**src/sv/tcit_pkg.sv**
```systemverilog
// Shared types and constants for the three channel interval timer.
package tcit_pkg;

   localparam int NUM_COUNTERS = 3;

   localparam logic [1:0] OP_TICK  = 2'd0;
   localparam logic [1:0] OP_READ  = 2'd1;
   localparam logic [1:0] OP_WRITE = 2'd2;

   localparam logic [1:0] CTRL_PORT = 2'd3;

   localparam logic [1:0] FMT_LATCH = 2'd0;
   localparam logic [1:0] FMT_LO    = 2'd1;
   localparam logic [1:0] FMT_HI    = 2'd2;

   localparam logic [15:0] COUNT_RESET = 16'hffff;

   // Byte access sequencing per counter
   typedef enum logic [2:0] {
      PH_LAT_LO  = 3'd0,
      PH_LAT_HI  = 3'd1,
      PH_HI_ONLY = 3'd2,
      PH_LO_ONLY = 3'd3,
      PH_LOHI_LO = 3'd4,
      PH_LOHI_HI = 3'd5
   } tcit_phase_type;

   typedef struct packed {
      logic       tick;
      logic       rd;
      logic       wr;
      logic       ctrl;
      logic [7:0] data;
   } tcit_cmd_type;

   typedef struct packed {
      logic [7:0] read_data;
      logic       irq;
   } tcit_stat_type;

endpackage

```
**src/sv/tcit_if.sv**
```systemverilog
// Request and response channel interfaces of the interval timer.
interface tcit_req_if;
   logic       valid;
   logic       ready;
   logic [1:0] operation;
   logic [1:0] port;
   logic [7:0] write_data;

   modport source (output valid, output operation, output port, output write_data,
                   input ready);
   modport sink   (input valid, input operation, input port, input write_data,
                   output ready);
endinterface

interface tcit_rsp_if;
   logic       valid;
   logic       ready;
   logic [7:0] read_data;
   logic       irq;

   modport source (output valid, output read_data, output irq, input ready);
   modport sink   (input valid, input read_data, input irq, output ready);
endinterface

```
**src/sv/three_channel_interval_timer_unit.sv**
```systemverilog
// Top level of the three channel interval timer: request register, counters, response register.
//
//   channel   direction  payload                          handshake
//   req_chan  in         operation, port, write_data      valid/ready
//   rsp_chan  out        read_data, irq                   valid/ready
//
// Each request waits in the request register until it can move on; the counters update and
// the response register loads at the same edge, and the response register then holds the
// result until it is taken. One request per cycle is sustained while responses are taken;
// with both registers full, request ready follows response ready.
// Reset (synchronous) sets every count, reload and latch to 0xffff.
// A stalled response holds the request register; requests stop only then.
module three_channel_interval_timer_unit (
   input  logic       clock,
   input  logic       reset,
   tcit_req_if.sink   req_chan,
   tcit_rsp_if.source rsp_chan
);

   logic       s1_valid_ff;
   logic [1:0] s1_op_ff;
   logic [1:0] s1_port_ff;
   logic [7:0] s1_data_ff;

   logic       rsp_valid_ff;
   logic [7:0] rsp_rdata_ff, rsp_rdata_in;
   logic       rsp_irq_ff, rsp_irq_in;

   logic s1_fire;

   tcit_pkg::tcit_cmd_type  cmd  [tcit_pkg::NUM_COUNTERS];
   tcit_pkg::tcit_stat_type stat [tcit_pkg::NUM_COUNTERS];

   assign s1_fire        = s1_valid_ff && (!rsp_valid_ff || rsp_chan.ready);
   assign req_chan.ready = !s1_valid_ff || s1_fire;

   assign rsp_chan.valid     = rsp_valid_ff;
   assign rsp_chan.read_data = rsp_rdata_ff;
   assign rsp_chan.irq       = rsp_irq_ff;

   for (genvar i = 0; i < tcit_pkg::NUM_COUNTERS; i++) begin : g_cnt
      always_comb begin
         cmd[i].tick = s1_fire && (s1_op_ff == tcit_pkg::OP_TICK);
         cmd[i].rd   = s1_fire && (s1_op_ff == tcit_pkg::OP_READ) && (s1_port_ff == 2'(i));
         cmd[i].wr   = s1_fire && (s1_op_ff == tcit_pkg::OP_WRITE) && (s1_port_ff == 2'(i));
         cmd[i].ctrl = s1_fire && (s1_op_ff == tcit_pkg::OP_WRITE)
                       && (s1_port_ff == tcit_pkg::CTRL_PORT) && (s1_data_ff[7:6] == 2'(i));
         cmd[i].data = s1_data_ff;
      end

      tcit_counter u_counter (
         .clock (clock),
         .reset (reset),
         .cmd   (cmd[i]),
         .stat  (stat[i])
      );
   end

   // only the addressed counter drives a nonzero byte
   always_comb begin
      rsp_rdata_in = '0;
      rsp_irq_in   = 1'b0;
      for (int i = 0; i < tcit_pkg::NUM_COUNTERS; i++) begin
         rsp_rdata_in = rsp_rdata_in | stat[i].read_data;
         rsp_irq_in   = rsp_irq_in | stat[i].irq;
      end
   end

   always_ff @(posedge clock) begin
      if (reset) begin
         s1_valid_ff  <= 1'b0;
         rsp_valid_ff <= 1'b0;
      end else begin
         if (req_chan.ready) begin
            s1_valid_ff <= req_chan.valid;
         end
         if (s1_fire) begin
            rsp_valid_ff <= 1'b1;
         end else if (rsp_chan.ready) begin
            rsp_valid_ff <= 1'b0;
         end
      end
   end

   always_ff @(posedge clock) begin
      if (req_chan.ready) begin
         s1_op_ff   <= req_chan.operation;
         s1_port_ff <= req_chan.port;
         s1_data_ff <= req_chan.write_data;
      end
      if (s1_fire) begin
         rsp_rdata_ff <= rsp_rdata_in;
         rsp_irq_ff   <= rsp_irq_in;
      end
   end

endmodule

```
**src/sv/tcit_counter.sv**
```systemverilog
// One 16-bit down counter with its reload, latch and byte access state.
module tcit_counter (
   input  logic                   clock,
   input  logic                   reset,
   input  tcit_pkg::tcit_cmd_type cmd,
   output tcit_pkg::tcit_stat_type stat
);

   logic [15:0]              reload_ff, reload_in;
   logic [15:0]              count_ff, count_in;
   logic [15:0]              latch_ff, latch_in;
   tcit_pkg::tcit_phase_type phase_ff, phase_in;
   logic [2:0]               mode_ff, mode_in;
   logic                     bcd_ff, bcd_in;

   always_comb begin
      reload_in = reload_ff;
      count_in  = count_ff;
      latch_in  = latch_ff;
      phase_in  = phase_ff;
      mode_in   = mode_ff;
      bcd_in    = bcd_ff;
      stat.read_data = '0;
      stat.irq       = 1'b0;

      if (cmd.tick) begin
         if (count_ff == '0) begin
            count_in = reload_ff;
            stat.irq = (mode_ff == 3'd0);
         end else begin
            count_in = count_ff - 16'd1;
         end
      end

      if (cmd.rd) begin
         case (phase_ff)
            tcit_pkg::PH_LAT_LO: begin
               stat.read_data = latch_ff[7:0];
               phase_in = tcit_pkg::PH_LAT_HI;
            end
            tcit_pkg::PH_LAT_HI: begin
               stat.read_data = latch_ff[15:8];
               phase_in = tcit_pkg::PH_LAT_LO;
            end
            tcit_pkg::PH_HI_ONLY: stat.read_data = count_ff[15:8];
            tcit_pkg::PH_LO_ONLY: stat.read_data = count_ff[7:0];
            tcit_pkg::PH_LOHI_LO: begin
               stat.read_data = count_ff[7:0];
               phase_in = tcit_pkg::PH_LOHI_HI;
            end
            tcit_pkg::PH_LOHI_HI: begin
               stat.read_data = count_ff[15:8];
               phase_in = tcit_pkg::PH_LOHI_LO;
            end
            default: ;
         endcase
      end

      if (cmd.wr) begin
         case (phase_ff)
            tcit_pkg::PH_HI_ONLY: begin
               reload_in = {cmd.data, reload_ff[7:0]};
               count_in  = {cmd.data, reload_ff[7:0]};
            end
            tcit_pkg::PH_LO_ONLY: begin
               reload_in = {reload_ff[15:8], cmd.data};
               count_in  = {reload_ff[15:8], cmd.data};
            end
            tcit_pkg::PH_LOHI_LO: begin
               // first byte of a pair: hold the count
               reload_in = {reload_ff[15:8], cmd.data};
               phase_in  = tcit_pkg::PH_LOHI_HI;
            end
            tcit_pkg::PH_LOHI_HI: begin
               reload_in = {cmd.data, reload_ff[7:0]};
               count_in  = {cmd.data, reload_ff[7:0]};
               phase_in  = tcit_pkg::PH_LOHI_LO;
            end
            default: ;
         endcase
      end

      if (cmd.ctrl) begin
         bcd_in   = cmd.data[0];
         mode_in  = cmd.data[3:1];
         count_in = reload_ff;
         case (cmd.data[5:4])
            tcit_pkg::FMT_LATCH: begin
               phase_in = tcit_pkg::PH_LAT_LO;
               latch_in = count_ff;
            end
            tcit_pkg::FMT_LO: phase_in = tcit_pkg::PH_LO_ONLY;
            tcit_pkg::FMT_HI: phase_in = tcit_pkg::PH_HI_ONLY;
            default:          phase_in = tcit_pkg::PH_LOHI_LO;
         endcase
      end
   end

   always_ff @(posedge clock) begin
      if (reset) begin
         reload_ff <= tcit_pkg::COUNT_RESET;
         count_ff  <= tcit_pkg::COUNT_RESET;
         latch_ff  <= tcit_pkg::COUNT_RESET;
         phase_ff  <= tcit_pkg::PH_LAT_LO;
         mode_ff   <= '0;
         bcd_ff    <= 1'b0;
      end else begin
         reload_ff <= reload_in;
         count_ff  <= count_in;
         latch_ff  <= latch_in;
         phase_ff  <= phase_in;
         mode_ff   <= mode_in;
         bcd_ff    <= bcd_in;
      end
   end

endmodule
```
**src/flat_wrapper.sv**
```systemverilog
// flat-port wrapper written by rule: the top's interface ports become plain ports
module three_channel_interval_timer_unit_flat 
  (clock, reset, req_chan_valid, req_chan_operation, req_chan_port, req_chan_write_data, req_chan_ready, rsp_chan_valid, rsp_chan_read_data, rsp_chan_irq, rsp_chan_ready);
  tcit_req_if req_chan_i ();
  tcit_rsp_if rsp_chan_i ();
  input  logic clock;
  input  logic reset;
  input wire logic [$bits(req_chan_i.valid)-1:0] req_chan_valid;
  input wire logic [$bits(req_chan_i.operation)-1:0] req_chan_operation;
  input wire logic [$bits(req_chan_i.port)-1:0] req_chan_port;
  input wire logic [$bits(req_chan_i.write_data)-1:0] req_chan_write_data;
  output wire logic [$bits(req_chan_i.ready)-1:0] req_chan_ready;
  output wire logic [$bits(rsp_chan_i.valid)-1:0] rsp_chan_valid;
  output wire logic [$bits(rsp_chan_i.read_data)-1:0] rsp_chan_read_data;
  output wire logic [$bits(rsp_chan_i.irq)-1:0] rsp_chan_irq;
  input wire logic [$bits(rsp_chan_i.ready)-1:0] rsp_chan_ready;
  assign req_chan_i.valid = req_chan_valid;
  assign req_chan_i.operation = req_chan_operation;
  assign req_chan_i.port = req_chan_port;
  assign req_chan_i.write_data = req_chan_write_data;
  assign req_chan_ready = req_chan_i.ready;
  assign rsp_chan_valid = rsp_chan_i.valid;
  assign rsp_chan_read_data = rsp_chan_i.read_data;
  assign rsp_chan_irq = rsp_chan_i.irq;
  assign rsp_chan_i.ready = rsp_chan_ready;
  three_channel_interval_timer_unit u_core (.clock(clock), .reset(reset), .req_chan(req_chan_i), .rsp_chan(rsp_chan_i));
endmodule
```
**config.mk**
```make
export PLATFORM = sky130hd
export DESIGN_NAME = three_channel_interval_timer_unit_flat
export DESIGN_NICKNAME = d
export VERILOG_FILES = /design/src/sv/tcit_pkg.sv /design/src/sv/tcit_if.sv /design/src/sv/three_channel_interval_timer_unit.sv /design/src/sv/tcit_counter.sv /design/src/flat_wrapper.sv
export SDC_FILE = /design/constraint.sdc
export NUM_CORES = 1
export LEC_CHECK = 0
export ABC_CLOCK_PERIOD_IN_PS = 6000
export BUFFER_PORTS_ARGS = -buffer_cell sky130_fd_sc_hd__buf_4
export CORE_UTILIZATION = 47
export CTS_CLUSTER_SIZE = 12
export DETAILED_ROUTE_END_ITERATION = 7
export HOLD_SLACK_MARGIN = 0.15
export PLACE_DENSITY_LB_ADDON = 0.3
export SYNTH_ARGS = -nofsm -noshare
export SYNTH_HDL_FRONTEND = slang
export SYNTH_SLANG_ARGS = --single-unit
```
**constraint.sdc**
```tcl
create_clock -name clock -period 6 [get_ports clock]
set_clock_uncertainty 0.15 [all_clocks]
set_input_delay 0.3 -clock clock [delete_from_list [all_inputs] [get_ports clock]]
set_output_delay 0.3 -clock clock [all_outputs]
set_load 0.02 [all_outputs]
```
=== Word-level counts from Yosys, hierarchy flattened ===
Index checks and enable logic that the tools add are counted.

* Output and inout port bits: 11
* Bits in registers: 185
* Input bits: 16
* Word-level logic and storage cells: 157

* Bitwise logic cells: 10
* Reductions and logical operators: 47
* Mux-type cells: 48
* Equality and inequality tests: 24
* Add/sub/neg operators: 3

{| class="wikitable"
|+ Operators with widths
! kind !! count
|-
| 2-to-1 mux 16 bit || 12
|-
| case mux 16 bit (2 select lines) || 6
|-
| case mux 8 bit (4 select lines) || 3
|-
| logical NOT 16 bit || 3
|-
| subtractor 16 x 1 -> 16 bit, second input constant || 3
|-
| case mux 3 bit (4 select lines) || 3
|-
| 2-to-1 mux 3 bit || 9
|-
| 2-to-1 mux 8 bit || 3
|-
| == test 3 x 2 -> 1 bit, second input constant || 6
|-
| == test 3 bit, second input constant || 6
|-
| logical NOT 3 bit || 6
|-
| case mux 3 bit (2 select lines) || 3
|-
| AND reduction 3 bit || 6
|-
| bitwise OR 8 bit || 2
|-
| logical AND 1 bit || 14
|-
| OR reduction 2 bit || 6
|-
| == test 2 bit, second input constant || 5
|-
| == test 3 x 1 -> 1 bit, second input constant || 3
|-
| case mux 3 bit (3 select lines) || 1
|-
| == test 2 x 1 -> 1 bit, second input constant || 4
|-
| logical NOT 2 bit || 4
|-
| 2-to-1 mux 1 bit || 8
|-
| inverter 1 bit || 6
|-
| AND reduction 2 bit || 3
|-
| other kinds (4) || 7
|}

=== Longest topological paths before layout ===
* Depth in word-level cells: 9
* Mapped depth: 10
* Gate-level depth less buffers: 8

=== Modules after synthesis ===
A second synthesis with hierarchy kept.

* Cell total of the unflattened synthesis: 1306
* Area total of the unflattened synthesis: 11008.1 um^2

{| class="wikitable"
|+ By module, submodules not included
! module !! area each (um^2) !! sequential area each (um^2) !! instances !! cells each
|-
| tcit_counter at u_core.g_cnt[1].u_counter ... || 3349.5 || 1081.0 || 2 || 414
|-
| tcit_counter at u_core.g_cnt[0].u_counter || 3340.7 || 1081.0 || 1 || 420
|-
| three_channel_interval_timer_unit || 968.4 || 670.6 || 1 || 58
|}

=== Least setup slack after synthesis ===
Ideal clock, no wire load.

* Path type: register to register
* Start point: register u_core.g_cnt[1].u_counter.phase_ff[0]
* End point: register u_core.g_cnt[1].u_counter.reload_ff[0]
* Setup slack: 3.562 ns
* Period minus slack after synthesis: 2.438 ns
* Data arrival time: 2.158 ns
* Library setup time: 0.129 ns
* Path buffers: 3
* Required time: 5.721 ns
* Stages on the path, launching flop included: 10
* Path through: dfxtp_1 > ha_1 > nor2b_1 > clkbuf_1 > a21o_1 > clkbuf_1 > nor3b_1 > buf_1 > mux2i_1 > nand2_1

* Longest elaborated chain between the ends: 4
* Elaborated cells between the ends (all ways): 8
* Classes of those cells: eq/ne: 4; bitwise: 1; reduce/logical: 3

{| class="wikitable"
|+ Ends and longest elaborated chain
! element !! RTL line !! source
|-
| start: declaration || tcit_counter.sv:12 || <nowiki>tcit_pkg::tcit_phase_type phase_ff, phase_in;</nowiki>
|-
| start signal: assignment || tcit_counter.sv:104 || <nowiki>phase_ff <= tcit_pkg::PH_LAT_LO;</nowiki>
|-
| start signal: assignment || tcit_counter.sv:111 || <nowiki>phase_ff <= phase_in;</nowiki>
|-
| == test 3 bit / == test 3 x 2 -> 1 bit (equally long branches) || tcit_counter.sv:60 || <nowiki>case (phase_ff)</nowiki>
|-
| OR reduction 2 bit (no source line) || - ||
|-
| inverter 1 bit (no source line) || - ||
|-
| AND reduction 3 bit (no source line) (*) || - ||
|-
| end signal: assignment || tcit_counter.sv:101 || <nowiki>reload_ff <= tcit_pkg::COUNT_RESET;</nowiki>
|-
| end signal: assignment || tcit_counter.sv:108 || <nowiki>reload_ff <= reload_in;</nowiki>
|-
| end: declaration || tcit_counter.sv:9 || <nowiki>logic [15:0] reload_ff, reload_in;</nowiki>
|}

Mark *: on every way between the ends. The rest lies on a longest branch, timed or not.
A chain may end at the register's enable or synchronous reset.

=== Final worst setup path ===
* Start point: register u_core.s1_data_ff[6]
* End point: register u_core.g_cnt[0].u_counter.latch_ff[8]

* Longest elaborated chain between the ends: 3

{| class="wikitable"
|+ Ends and longest elaborated chain
! element !! RTL line !! source
|-
| start: declaration || three_channel_interval_timer_unit.sv:23 || <nowiki>logic [7:0] s1_data_ff;</nowiki>
|-
| start signal: assignment || three_channel_interval_timer_unit.sv:89 || <nowiki>s1_data_ff <= req_chan.write_data;</nowiki>
|-
| logical NOT 2 bit || three_channel_interval_timer_unit.sv:47 || <nowiki>&& (s1_port_ff == tcit_pkg::CTRL_PORT) && (s1_data_ff[7:6] == 2'(i));</nowiki>
|-
| logical AND 1 bit || three_channel_interval_timer_unit.sv:47 ||
|-
| AND reduction 2 bit (no source line) || - ||
|-
| end signal: assignment || tcit_counter.sv:103 || <nowiki>latch_ff <= tcit_pkg::COUNT_RESET;</nowiki>
|-
| end signal: assignment || tcit_counter.sv:110 || <nowiki>latch_ff <= latch_in;</nowiki>
|-
| end: declaration || tcit_counter.sv:11 || <nowiki>logic [15:0] latch_ff, latch_in;</nowiki>
|}

Every way passes these cells.

==> flow_summary_export.csv <==
group,metric,value,unit
placement,dp_hpwl,23400,µm
sta,rsz0062_at_grt,"no",
yosys,avgSynthCellArea,7.88,µm²
global_route,grt_overflow,0,
cts,cts_inserted_buffers,17,
global_route,grt_max_degree,66,
sta,slew_viol_final,0,
hold_path,hold_path_class,"in2reg",
cts,clock-root-buffer,"clkbuf_16",
yosys,synth_area_leaders,"dfxtp_1 31%, nand2_1 7.8%, edfxtp_1 6.0%, a22oi_1 4.5%, nand3_1 4.2%",
global_route,antenna_found_initial,0,
route,drc,0,
route,vias,10600,
finish,layout.cells.non_filler,1581,
status,status,"completed",
floorplan,die_h,152,µm
route,ant_nets,0,
sta,setup_viol,0,
yosys,netlist_area,10500,µm²
floorplan,row_count,54,
placement,gp_congestion,0.989,
setup_path,r2r.worst_path.cells,5,
yosys,netlist_instances,1338,
yosys,synthesis.nets,1375,
route,avgRoutedWirePerCell,22.2,µm
yosys,async_flop_share,0,%
route,firstDrtPassIters,6,
setup_path,timing.rr.end,"u_core.g_cnt[0].u_counter.latch_ff[8]$_SDFFE_PP1P_",
yosys,yosysWarnings,0,
setup_path,crit_start,"u_core.s1_data_ff[6]$_DFFE_PP_",
finish,diodes,0,
route,wl_met1,14400,µm
sta,slew-limit-headroom,28.1,%
sta,timing.setup.tns,0,ns
yosys,synth_edf_count,21,
cts,clk_path_buf_depth,2,
setup_path,required,6.13,ns
power,peakVddDrop,0.000192,V
setup_path,arrival,3.67,ns
yosys,synth_area_leader_cell,"dfxtp_1",
cts,cts_tree,"yes",
yosys,synth_cell_types,76,
placement,port_buffers,26,
route,routed_via_density,6.72,
floorplan,fp.coreArea,21900,µm²
yosys,yosysMostFrequentCell,"nand2_1",
global_route,grt_usage,31.2,%
route,topRoutingLayerUsed,"met4",
yosys,synth_common_cells,"220 x nand2_1, 164 x dfxtp_1, 99 x clkbuf_1, 89 x nand3_1, 86 x nor2_1",
floorplan,start_util,48.2,%
route,drt-total-wl,35000,µm
cts,clock_latency,0.44,ns
power,leakage,4.17,nW
placement,dp_slack,2.58,ns
floorplan,die_x,152,µm
setup_path,end_kind,"flop",
yosys,synth_flop_cell,"dfxtp_1",
setup_path,crit_path_max_incr_delay,0.82,ns
power,power_density,225,nW/µm²
sta,min_period,3.54,ns
finish,nets,1325,
sta,setup_ws,2.46,ns
route,wl_met2,15300,µm
sta,finalHoldViolations,0,
finish,fillers,2132,
setup_path,cpMostUsedCell,"nand2_1",
finish,area_growth,8.78,%
global_route,grt_pass1_vias,9648,
cts,cts_resized,0,
setup_path,endpoint,"u_core.g_cnt[0].u_counter.latch_ff[8]$_SDFFE_PP1P_",
yosys,synth_top_area_share,31.1,%
setup_path,r2r_slack,2.46,ns
cts,clkTransAtPathRegs,0.08,ns
floorplan,pin_count,27,
yosys,synth.ff_latch_count,185,
setup_path,crit-reg2reg-launch,"u_core.s1_data_ff[6]$_DFFE_PP_",
floorplan,dieArea,23000,µm²
sta,period_share,59.0,%
route,met3_length,4020,µm
setup_path,critPathKind,"reg2reg",
setup_path,crit_chain,"nor4bb_1 > and2_1 > nand2_1 > nand2_1 > o211ai_1",
cts,cts.sinks,185,
flow_run,maxCapViolations,0,
setup_path,startpoint_type,"flop",
setup_path,cp_max_fo,22,
yosys,seq_area_frac_synth,37.1,%
setup_path,slowest_stage,"and2_1",
sta,fmax,282,MHz
placement,dp_cells,1536,
route,drt-initial-drc-count,1532,
sta,tightest_slew,1.07,ns
cts,cts_max_level,4,
global_route,grt_pass1_wl,54800,µm
finish,drive_gt1_share,8.07,%
-- cell type report --
cell class                 count  area (µm²)  area share, %
sequential                   185        3910           34.1
tap                          280         350           3.05
inverter                      32         121           1.06
clock buffer                  17         425           3.71
timing repair buffer          53         430           3.75
multi-input combinational    999        6050           52.8
clock inverter                15         173           1.51
-- critical path, delay by kind of cell (launching register included) --
family / cells / cell delay [ns]
AOI/OAI and AO/OA: 1 / 0.11
DFF: 1 / 0.73
and+or+nand+nor: 4 / 2.36
-- what timing repair did --
item / CTS / global route
hold buffers: 13 / 0
buffers inserted: 0 / 0
endpoints found under the hold margin: 13 / 0
endpoints found under the setup margin: 0 / 0
-- registers in the layout, indices dropped and copies added, names as in the netlist --
name,count
u_core.g_cnt.u_counter.mode_ff,9
u_core.rsp_chan.irq,1
u_core.rsp_chan.valid,1
u_core.s1_op_ff,2
u_core.s1_port_ff,2
u_core.s1_data_ff,8
u_core.rsp_chan.read_data,8
u_core.g_cnt.u_counter.latch_ff,48
u_core.s1_valid_ff,1
u_core.g_cnt.u_counter.count_ff,48
u_core.g_cnt.u_counter.phase_ff,9
u_core.g_cnt.u_counter.reload_ff,48
-- layer usage --
| metal | track usage (%) | vias to the layer above |
|---|---|---|
| met1 | 43.3 | 4990 |
| met4 | 13.7 | 0 |
| met5 | 0 | - |
| met2 | 45.8 | 698 |
| li1 | - | 4839 |
| met3 | 7.43 | 90 |
-- cells by family after synthesis --
family                   Yosys count  synth area share (%)
AO/OA/AOI/OAI                    407                  26.8
XOR/XNOR                           2                 0.166
adder cells (fa/ha/maj)           21                  2.49
buffers and inverters            154                  5.68
flip-flops                       185                  37.1
multiplexers                      46                  4.46
AND/OR/NAND/NOR                  523                  23.3
-- how the worst min path moves through the flow --
stage | start | to | slack [ns] | cells past startpoint
after floorplan | req_chan_write_data[0] | u_core.s1_data_ff[0]$_DFFE_PP_ | 0.25 | 0
after global placement | u_core.g_cnt[1].u_counter.mode_ff[0]$_SDFFE_PP0P_ | u_core.g_cnt[1].u_counter.mode_ff[0]$_SDFFE_PP0P_ | 0.29 | 2
after detailed placement | u_core.g_cnt[2].u_counter.mode_ff[2]$_SDFFE_PP0P_ | u_core.g_cnt[2].u_counter.mode_ff[2]$_SDFFE_PP0P_ | 0.30 | 2
after CTS | rsp_chan_ready | u_core.s1_valid_ff$_SDFFE_PP0P_ | 0.19 | 4
after global routing | rsp_chan_ready | u_core.s1_valid_ff$_SDFFE_PP0P_ | 0.23 | 4
final | rsp_chan_ready | u_core.s1_valid_ff$_SDFFE_PP0P_ | 0.21 | 4
-- where the power goes --
| part | internal, mW | switching [mW] |
|---|---|---|
| clock network | 0.599 | 0.569 |
| registers | 1.26 | 0.0343 |
| logic | 0.0412 | 0.0773 |
| total | 1.90 | 0.681 |
-- stage by stage --
stage	hold WS (ns)	power, mW	instance area [µm²]	utilization, %
finish	0.210	2.58	11500	52.4
global route	0.235	2.65	11500	52.4
CTS	0.191	2.59	11500	52.4
detailed placement	0.300	1.43	10700	49.1
global placement	0.294	1.43	10700	49.1
floorplan	0.249	1.38	10500	-
-- layout by cell type, fill, tap and decap left out, drive strengths merged, types with 15 or more instances in the layout --
cell type  Yosys  final
o221ai        17     17
nor3          33     33
ha            21     21
a21oi         71     71
nand3         90     90
a22oi         63     63
nand2        220    220
edfxtp        21     21
o21ai         66     66
nor2          87     87
dfxtp        164    164
buf           23     40
inv           32     40
a221oi        18     18
nor4          15     15
clkbuf        99     17
a31oi         25     25
o211ai        31     31
mux2i         38     38
No activity file was read; power rests on OpenSTA's default activity.
